`config.mk`:
```
export PLATFORM = sky130hd
export DESIGN_NAME = prime_count_trial_division
export DESIGN_NICKNAME = d
export VERILOG_FILES = /design/src/rtl/core/pctd_pkg.sv /design/src/rtl/core/pctd_rem.sv /design/src/rtl/core/prime_count_trial_division.sv
export SDC_FILE = /design/constraint.sdc
export NUM_CORES = 1
export LEC_CHECK = 0
export ABC_CLOCK_PERIOD_IN_PS = 5900
export BUFFER_PORTS_ARGS = -buffer_cell sky130_fd_sc_hd__buf_2
export CORE_ASPECT_RATIO = 0.5
export CORE_MARGIN = 8
export CORE_UTILIZATION = 54
export DETAILED_ROUTE_END_ITERATION = 10
export PLACE_DENSITY = 0.71
export SYNTH_ARGS = -nofsm -noshare
export SYNTH_HDL_FRONTEND = slang
export SYNTH_SLANG_ARGS = --single-unit
```
`constraint.sdc`:
```
create_clock -name clk -period 5.9 [get_ports clk]
set_clock_uncertainty 0.2 [all_clocks]
set_input_delay 0.295 -clock clk [delete_from_list [all_inputs] [get_ports clk]]
set_output_delay 0.295 -clock clk [all_outputs]
set_load 0.01 [all_outputs]
```
`src/rtl/core/pctd_pkg.sv`:
```
// Shared constants and types for the prime count block.
// No dependencies; used by pctd_rem and prime_count_trial_division.
package pctd_pkg;

  localparam int VALUE_W      = 32;
  localparam int MAG_W        = VALUE_W - 1;
  localparam int COUNT_W      = 17;
  localparam int DIV_W        = 16;
  localparam int SQ_W         = 32;
  localparam int OUT_TDATA_W  = 24;
  localparam int BITS_PER_CYC = 2;
  localparam int REM_STEPS    = VALUE_W / BITS_PER_CYC;
  localparam int STEP_W       = $clog2(REM_STEPS);
  localparam int DEFAULT_MAX_ELEMENTS = 65536;

  typedef enum logic [4:0] {
    S_IDLE = 5'b00001,
    S_INIT = 5'b00010,
    S_TEST = 5'b00100,
    S_DIV  = 5'b01000,
    S_DONE = 5'b10000
  } state_t;

  typedef struct packed {
    logic start;
  } rem_ctl_t;

  typedef struct packed {
    logic done;
    logic zero;
  } rem_sts_t;

endpackage

```
`src/rtl/core/pctd_rem.sv`:
```
// Iterative remainder unit: restoring division, two dividend bits a cycle.
// Depends on pctd_pkg.
module pctd_rem (
  input  logic                         clk,
  input  logic                         rst_n,
  input  pctd_pkg::rem_ctl_t           ctl,
  input  logic [pctd_pkg::MAG_W-1:0]   dividend,
  input  logic [pctd_pkg::DIV_W-1:0]   divisor,
  output pctd_pkg::rem_sts_t           sts
);

  logic                          busy_r, busy_nxt;
  logic                          done_r, done_nxt;
  logic [pctd_pkg::STEP_W-1:0]   step_r, step_nxt;
  logic [pctd_pkg::VALUE_W-1:0]  dvd_r, dvd_nxt;
  logic [pctd_pkg::DIV_W-1:0]    rem_r, rem_nxt;
  logic [pctd_pkg::DIV_W:0]      r1, r2, dext;
  logic [pctd_pkg::DIV_W-1:0]    r1_fix;

  always_comb begin
    dext     = {1'b0, divisor};
    r1       = {rem_r, dvd_r[pctd_pkg::VALUE_W-1]};
    r1_fix   = (r1 >= dext) ? pctd_pkg::DIV_W'(r1 - dext) : r1[pctd_pkg::DIV_W-1:0];
    r2       = {r1_fix, dvd_r[pctd_pkg::VALUE_W-2]};
    busy_nxt = busy_r;
    done_nxt = 1'b0;
    step_nxt = step_r;
    dvd_nxt  = dvd_r;
    rem_nxt  = rem_r;
    if (ctl.start) begin
      busy_nxt = 1'b1;
      step_nxt = '0;
      dvd_nxt  = {1'b0, dividend};
      rem_nxt  = '0;
    end else if (busy_r) begin
      // two compare-subtract steps, shift two bits out of the dividend
      rem_nxt  = (r2 >= dext) ? pctd_pkg::DIV_W'(r2 - dext) : r2[pctd_pkg::DIV_W-1:0];
      dvd_nxt  = {dvd_r[pctd_pkg::VALUE_W-3:0], 2'b00};
      step_nxt = step_r + 1'b1;
      if (step_r == pctd_pkg::STEP_W'(pctd_pkg::REM_STEPS - 1)) begin
        busy_nxt = 1'b0;
        done_nxt = 1'b1;
      end
    end
  end

  always_ff @(posedge clk) begin
    if (!rst_n) begin
      busy_r <= 1'b0;
      done_r <= 1'b0;
      step_r <= '0;
    end else begin
      busy_r <= busy_nxt;
      done_r <= done_nxt;
      step_r <= step_nxt;
    end
    dvd_r <= dvd_nxt;
    rem_r <= rem_nxt;
  end

  assign sts.done = done_r;
  assign sts.zero = (rem_r == '0);

endmodule

```
`src/rtl/core/prime_count_trial_division.sv`:
```
// Sequence: values below 3 or even are settled in S_INIT; odd values run, per odd trial
//   divisor, a square compare in S_TEST, the remainder steps and a done strobe in S_DIV,
//   for up to about 23170 divisors in the worst case.
// Throughput: one request at a time, paced by 2-bit-per-cycle remainder and out_tready.
// Reset (rst_n low, synchronous): sequencer idle, result channel empty, count zero.
// Depends on pctd_pkg and pctd_rem.
module prime_count_trial_division #(
  parameter int MAX_ELEMENTS = pctd_pkg::DEFAULT_MAX_ELEMENTS
) (
  input  logic                              clk,
  input  logic                              rst_n,
  // input channel
  input  logic                              in_tvalid,
  output logic                              in_tready,
  input  logic [pctd_pkg::VALUE_W-1:0]      in_tdata,   // [31:0] value (signed)
  input  logic                              in_tlast,   // last_element
  // result channel
  output logic                              out_tvalid,
  input  logic                              out_tready,
  output logic [pctd_pkg::OUT_TDATA_W-1:0]  out_tdata,  // [0] is_prime, [17:1] prime_count
  output logic                              out_tlast   // count_final
);

  // Count saturates at MAX_ELEMENTS or the largest count value, whichever is lower.
  localparam int COUNT_MAX = (1 << pctd_pkg::COUNT_W) - 1;
  localparam logic [pctd_pkg::COUNT_W-1:0] COUNT_CAP =
    pctd_pkg::COUNT_W'((MAX_ELEMENTS > COUNT_MAX) ? COUNT_MAX : MAX_ELEMENTS);

  pctd_pkg::state_t               state_r, state_nxt;
  logic [pctd_pkg::MAG_W-1:0]     val_r, val_nxt;
  logic                           neg_r, neg_nxt;
  logic                           last_r, last_nxt;
  logic [pctd_pkg::DIV_W-1:0]     d_r, d_nxt;
  logic [pctd_pkg::SQ_W-1:0]      sq_r, sq_nxt;
  logic                           prime_r, prime_nxt;
  logic [pctd_pkg::COUNT_W-1:0]   cnt_r, cnt_nxt;
  logic                           out_valid_r, out_valid_nxt;
  logic                           out_prime_r, out_prime_nxt;
  logic [pctd_pkg::COUNT_W-1:0]   out_cnt_r, out_cnt_nxt;
  logic                           out_last_r, out_last_nxt;

  logic                           in_acc;
  logic                           load;
  logic                           sq_over;
  logic [pctd_pkg::COUNT_W-1:0]   cnt_upd;
  pctd_pkg::rem_ctl_t             rem_ctl;
  pctd_pkg::rem_sts_t             rem_sts;

  assign in_tready = (state_r == pctd_pkg::S_IDLE);
  assign in_acc    = in_tvalid && in_tready;
  // divisor square already beyond the value: no divisor left to try
  assign sq_over   = (sq_r > pctd_pkg::SQ_W'(val_r));
  // result register free, or being emptied this cycle
  assign load      = (state_r == pctd_pkg::S_DONE) && (!out_valid_r || out_tready);
  assign cnt_upd   = (prime_r && (cnt_r < COUNT_CAP)) ? cnt_r + 1'b1 : cnt_r;

  assign rem_ctl.start = (state_r == pctd_pkg::S_TEST) && !sq_over;

  pctd_rem u_rem (
    .clk      (clk),
    .rst_n    (rst_n),
    .ctl      (rem_ctl),
    .dividend (val_r),
    .divisor  (d_r),
    .sts      (rem_sts)
  );

  always_comb begin
    state_nxt     = state_r;
    val_nxt       = val_r;
    neg_nxt       = neg_r;
    last_nxt      = last_r;
    d_nxt         = d_r;
    sq_nxt        = sq_r;
    prime_nxt     = prime_r;
    cnt_nxt       = cnt_r;
    out_prime_nxt = out_prime_r;
    out_cnt_nxt   = out_cnt_r;
    out_last_nxt  = out_last_r;
    out_valid_nxt = out_valid_r && !out_tready;

    case (state_r)
      pctd_pkg::S_IDLE: begin
        if (in_acc) begin
          // capture magnitude bits and sign apart
          val_nxt   = in_tdata[pctd_pkg::MAG_W-1:0];
          neg_nxt   = in_tdata[pctd_pkg::VALUE_W-1];
          last_nxt  = in_tlast;
          state_nxt = pctd_pkg::S_INIT;
        end
      end
      pctd_pkg::S_INIT: begin
        if (neg_r || (val_r < pctd_pkg::MAG_W'(2))) begin
          prime_nxt = 1'b0;
          state_nxt = pctd_pkg::S_DONE;
        end else if (!val_r[0]) begin
          // even: prime only when the value is two
          prime_nxt = (val_r == pctd_pkg::MAG_W'(2));
          state_nxt = pctd_pkg::S_DONE;
        end else begin
          d_nxt     = pctd_pkg::DIV_W'(3);
          sq_nxt    = pctd_pkg::SQ_W'(9);
          state_nxt = pctd_pkg::S_TEST;
        end
      end
      pctd_pkg::S_TEST: begin
        if (sq_over) begin
          prime_nxt = 1'b1;
          state_nxt = pctd_pkg::S_DONE;
        end else begin
          state_nxt = pctd_pkg::S_DIV;
        end
      end
      pctd_pkg::S_DIV: begin
        if (rem_sts.done) begin
          if (rem_sts.zero) begin
            prime_nxt = 1'b0;
            state_nxt = pctd_pkg::S_DONE;
          end else begin
            // advance to next odd divisor: (d+2)^2 = d^2 + 4d + 4
            sq_nxt    = sq_r + pctd_pkg::SQ_W'({d_r, 2'b00}) + pctd_pkg::SQ_W'(4);
            d_nxt     = d_r + pctd_pkg::DIV_W'(2);
            state_nxt = pctd_pkg::S_TEST;
          end
        end
      end
      pctd_pkg::S_DONE: begin
        if (load) begin
          out_valid_nxt = 1'b1;
          out_prime_nxt = prime_r;
          out_cnt_nxt   = cnt_upd;
          out_last_nxt  = last_r;
          // drop the count once the matrix ends
          cnt_nxt       = last_r ? '0 : cnt_upd;
          state_nxt     = pctd_pkg::S_IDLE;
        end
      end
      default: begin
        state_nxt = pctd_pkg::S_IDLE;
      end
    endcase
  end

  always_ff @(posedge clk) begin
    if (!rst_n) begin
      state_r     <= pctd_pkg::S_IDLE;
      cnt_r       <= '0;
      out_valid_r <= 1'b0;
    end else begin
      state_r     <= state_nxt;
      cnt_r       <= cnt_nxt;
      out_valid_r <= out_valid_nxt;
    end
    val_r       <= val_nxt;
    neg_r       <= neg_nxt;
    last_r      <= last_nxt;
    d_r         <= d_nxt;
    sq_r        <= sq_nxt;
    prime_r     <= prime_nxt;
    out_prime_r <= out_prime_nxt;
    out_cnt_r   <= out_cnt_nxt;
    out_last_r  <= out_last_nxt;
  end

  assign out_tvalid = out_valid_r;
  assign out_tdata  = {{(pctd_pkg::OUT_TDATA_W - pctd_pkg::COUNT_W - 1){1'b0}},
                       out_cnt_r, out_prime_r};
  assign out_tlast  = out_last_r;

  // Assertions
  a_cnt_cap: assert property (@(posedge clk) disable iff (!rst_n)
    cnt_r <= COUNT_CAP)
    else $error("running count above cap");

  a_rem_in_div: assert property (@(posedge clk) disable iff (!rst_n)
    rem_sts.done |-> state_r == pctd_pkg::S_DIV)
    else $error("remainder done outside divide state");

  a_last_clears: assert property (@(posedge clk) disable iff (!rst_n)
    (load && last_r) |=> cnt_r == '0)
    else $error("count not cleared after last element");

  a_load_valid: assert property (@(posedge clk) disable iff (!rst_n)
    load |=> out_valid_r && out_cnt_r <= COUNT_CAP)
    else $error("result not presented after load");

  a_test_even_free: assert property (@(posedge clk) disable iff (!rst_n)
    (state_r == pctd_pkg::S_TEST) |-> d_r[0] && val_r[0])
    else $error("trial divisor or value not odd");

endmodule
```
==> impl_results.md <==
* Run status: finished clean
* Most used cell, CP: ha_1
* Clock Tree Root: clkbuf_16
* CTS Buffer Depth at 2
* DP Area at 11200 um^2
* Initial antenna violation count at 0
* HPWL Detailed at 17.3 mm
* DR vias/cell at 5.77
* Num CTS Buffers at 17
* CTS tree: done
* Worst slew margin at 0.133
* TNS Setup at 0 ns
* Lkg Pwr at 4.97 nW
* Grt total ovfl at 0
* Placed Cells at 1339
* Fill cells at 1585
* Min Hold Slack at 0.296 ns
* Routed length per instance at 17.4 um
* CP cell instances: inv_1 -> ha_1 -> ha_1 -> a211o_1 -> a22oi_1 -> a221o_1 -> nand2_2 -> xnor2_1 -> ha_1 -> a21o_1 -> a221oi_2 -> o2111ai_1 -> a31oi_1 -> o2111ai_1 -> nor3_2 -> buf_4 -> mux2i_1 -> o22ai_1
* Startpoint Class: flop
* Seq/Total Area, Yosys at 0.444
* Die Ht at 116 um
* Worst Hold Class: reg2reg
* # DRC at 0
* Top FF cell, synth: edfxtp_1
* Post-synth EDFFs at 128
* Switch Pwr at 1.19 mW
* Asr flop ratio synth at 0
* Sequential power share at 0.383
* Fin. Hold Viols at 0
* Least-Margin Pin Slew at 1.30 ns
* Final wirelength at 24.5 mm
* Critical path class: reg2reg
* Power share of the clock group at 0.319
* Design area at 12200 um^2
* Critical Path AT at 5.32 ns
* Cell Pwr Density at 304 nW/um^2
* RSZ-0062 raised after global routing: no
* TritonCTS Sinks at 174
* Global-route usage over all layers at 0.198
* Width of the die at 215 um
* Slowest stage delay, CP at 0.48 ns
* Mean Syn Cell Area at 10.3 um^2
* Clock-pin transition on the worst setup and hold timing paths at 0.07 ns
* Htree depth at 4
* Total number of vias at 8129
* Cells after Synth at 1042
* Pint at 2.51 mW
* Switching share of power at 0.321
* Max FO, Critical Path at 26
* Final ANT Viol Nets at 0
* Crit share post-route at 0.883
* Drt first pass iters at 5
* Critical Path RT at 6.01 ns
* Overall Power at 3.70 mW
* Combinational share of power at 0.298
* Period minus WS final at 5.21 ns
* Final core occ at 0.626
* Max-cap viol count at 0
* Clock latency on the worst-skew pair at 0.43 ns
* First-pass GRT wire length at 39.9 mm
* Worst setup margin at 0.688 ns
* Ratio of cells with drive above 1 in the final layout at 0.117
* 1st-iter DRT viols at 588
* Total die area at 24900 um^2
* Port bufs at 57
* Routability cong. at 0.869
* Post-Syn Area at 10700 um^2
* Synth warn at 0
* Final #Nets at 1262
* Worst vdd ir at 0.224 mV
* CP max stage cell: edfxtp_1
* Max Fclk at 192 MHz
* Vias in the first global route at 7865
* IO Pins at 64
* Row cnt at 36
* CORE AREA at 19500 um^2
* Pin count of the biggest net entering global routing at 46
* Synth unique cells at 74
* Critical path capture point type: flop
* Starting Density at 0.552
* Fin cells at 1408
* Final setup viols at 0
* Final Max Slew Viols at 0
* Flops & latches, synth at 174
* Area growth syn-to-layout at 13.6%
* Dpl ws at 0.749 ns
* Post-CTS setup buffers at 0
-- critical path, delay by kind of cell, from the launching register on --
family	cells	cell delay [ns]
xor gates and xnor gates	1	0.40
adders and majority gates	3	0.85
buffers and inverters	2	0.46
muxes	1	0.24
AOI/OAI and AO/OA	9	2.01
DFF	1	0.48
and+or+nand+nor	2	0.42
-- final timing paths --
| path | from | endpoint | slack (ns) | cells past startpoint |
|---|---|---|---|---|
| worst max-delay path | d_r[1] | u_rem.rem_r[2] | 0.69 | 18 |
| worst min-delay path | u_rem.dvd_r[29] | u_rem.dvd_r[31] | 0.30 | 2 |
| worst max register to register | d_r[1] | u_rem.rem_r[2] | 0.69 | 18 |
| worst min register to register | u_rem.dvd_r[29] | u_rem.dvd_r[31] | 0.30 | 2 |
-- sequential cells by signal (all words and copies together), names as in the netlist, 4 cells and up --
name / cells
u_rem.step_r: 4
state_r: 5
u_rem.dvd_r: 32
sq_r: 29
u_rem.rem_r: 16
cnt_r: 17
val_r: 31
d_r: 15
out_cnt_r: 17
-- power groups by stage --
stage                     clock (mW)  combinational, mW  sequential [mW]
final                           1.18               1.10             1.42
after global routing            1.25               1.22             1.42
after CTS                       1.19               1.09             1.42
after detailed placement           0               1.06             1.44
after global placement             0               1.05             1.44
after floorplan                    0              0.900             1.42
-- kinds of logic after synthesis --
group / after synthesis / synth area share
other cells: 1 / 0.000349
simple gates: 331 / 0.153
flops: 174 / 0.444
fa+ha+maj: 96 / 0.114
buf+inv: 103 / 0.0441
compound gates: 212 / 0.132
mux: 54 / 0.0543
xor+xnor: 71 / 0.0579
-- layout by cell type, fill, tap and decap left out, drive strengths merged, types with 13 or more instances in the layout --
| master | synthesis | routed |
|---|---|---|
| a21oi | 58 | 58 |
| nor3 | 13 | 13 |
| nand2b | 14 | 14 |
| nand3 | 34 | 34 |
| clkbuf | 19 | 17 |
| nand2 | 53 | 53 |
| a211oi | 20 | 20 |
| xor2 | 32 | 32 |
| buf | 18 | 63 |
| dlygate4sd3 | 0 | 37 |
| nor4 | 13 | 13 |
| a21o | 18 | 18 |
| o21ai | 42 | 42 |
| inv | 66 | 72 |
| mux2 | 34 | 34 |
| nand4 | 17 | 17 |
| dfxtp | 46 | 46 |
| mux2i | 20 | 20 |
| xnor2 | 39 | 39 |
| nor2 | 117 | 117 |
| edfxtp | 128 | 128 |
| and3 | 21 | 21 |
| ha | 93 | 93 |
-- cell usage after synthesis, types with 5 or more instances --
library cell,instances,area [um^2]
xnor2_1,39,342
buf_4,9,67.6
xor2_1,32,280
o21bai_1,5,37.5
nand2b_1,14,87.6
inv_1,66,248
and3_1,19,119
o21ai_1,7,35.0
mux2_1,11,124
nor3b_1,5,37.5
or2_2,5,31.3
and2_1,8,50.1
edfxtp_1,128,3840
a22oi_1,11,82.6
a31oi_1,10,62.6
a21oi_1,58,290
nor3_1,12,60.1
nand3_1,34,170
nand3b_1,6,45.0
clkbuf_1,18,67.6
nor2_1,117,439
nor2b_1,9,56.3
a21o_1,17,128
nor4_1,13,81.3
ha_1,93,1160
mux2i_1,20,200
nand2_1,52,195
mux2_2,23,259
o21ai_0,34,170
a211oi_1,20,150
nand4_1,17,106
dfxtp_1,46,921
o21a_1,7,52.6
-- cell type report --
| cell class | count | area [um^2] | area share |
|---|---|---|---|
| Antenna cell | 1 | 2.50 | 0.000205 |
| Multi-Input combinational cell | 770 | 5530 | 0.454 |
| Sequential cell | 174 | 4760 | 0.391 |
| Tap cell | 266 | 333 | 0.0273 |
| Inverter | 66 | 248 | 0.0203 |
| Timing Repair Buffer | 100 | 701 | 0.0575 |
| Clock buffer | 17 | 425 | 0.0349 |
| Clock inverter | 14 | 181 | 0.0149 |
-- routing by layer --
layer / up-vias / wire length, um / track usage
met1: 3916 / 11500 / 0.259
li1: 3999 / - / -
met2: 185 / 11400 / 0.330
met5: - / 0 / 0
met3: 29 / 1310 / 0.0461
met4: 0 / 333 / 0.0505
-- what timing repair did --
| item | in CTS | in global routing |
|---|---|---|
| endpoints found under the hold margin | 39 | 0 |
| gates resized for setup | 0 | 0 |
| hold buffers | 37 | 0 |
(Power assumes the default switching activity.)
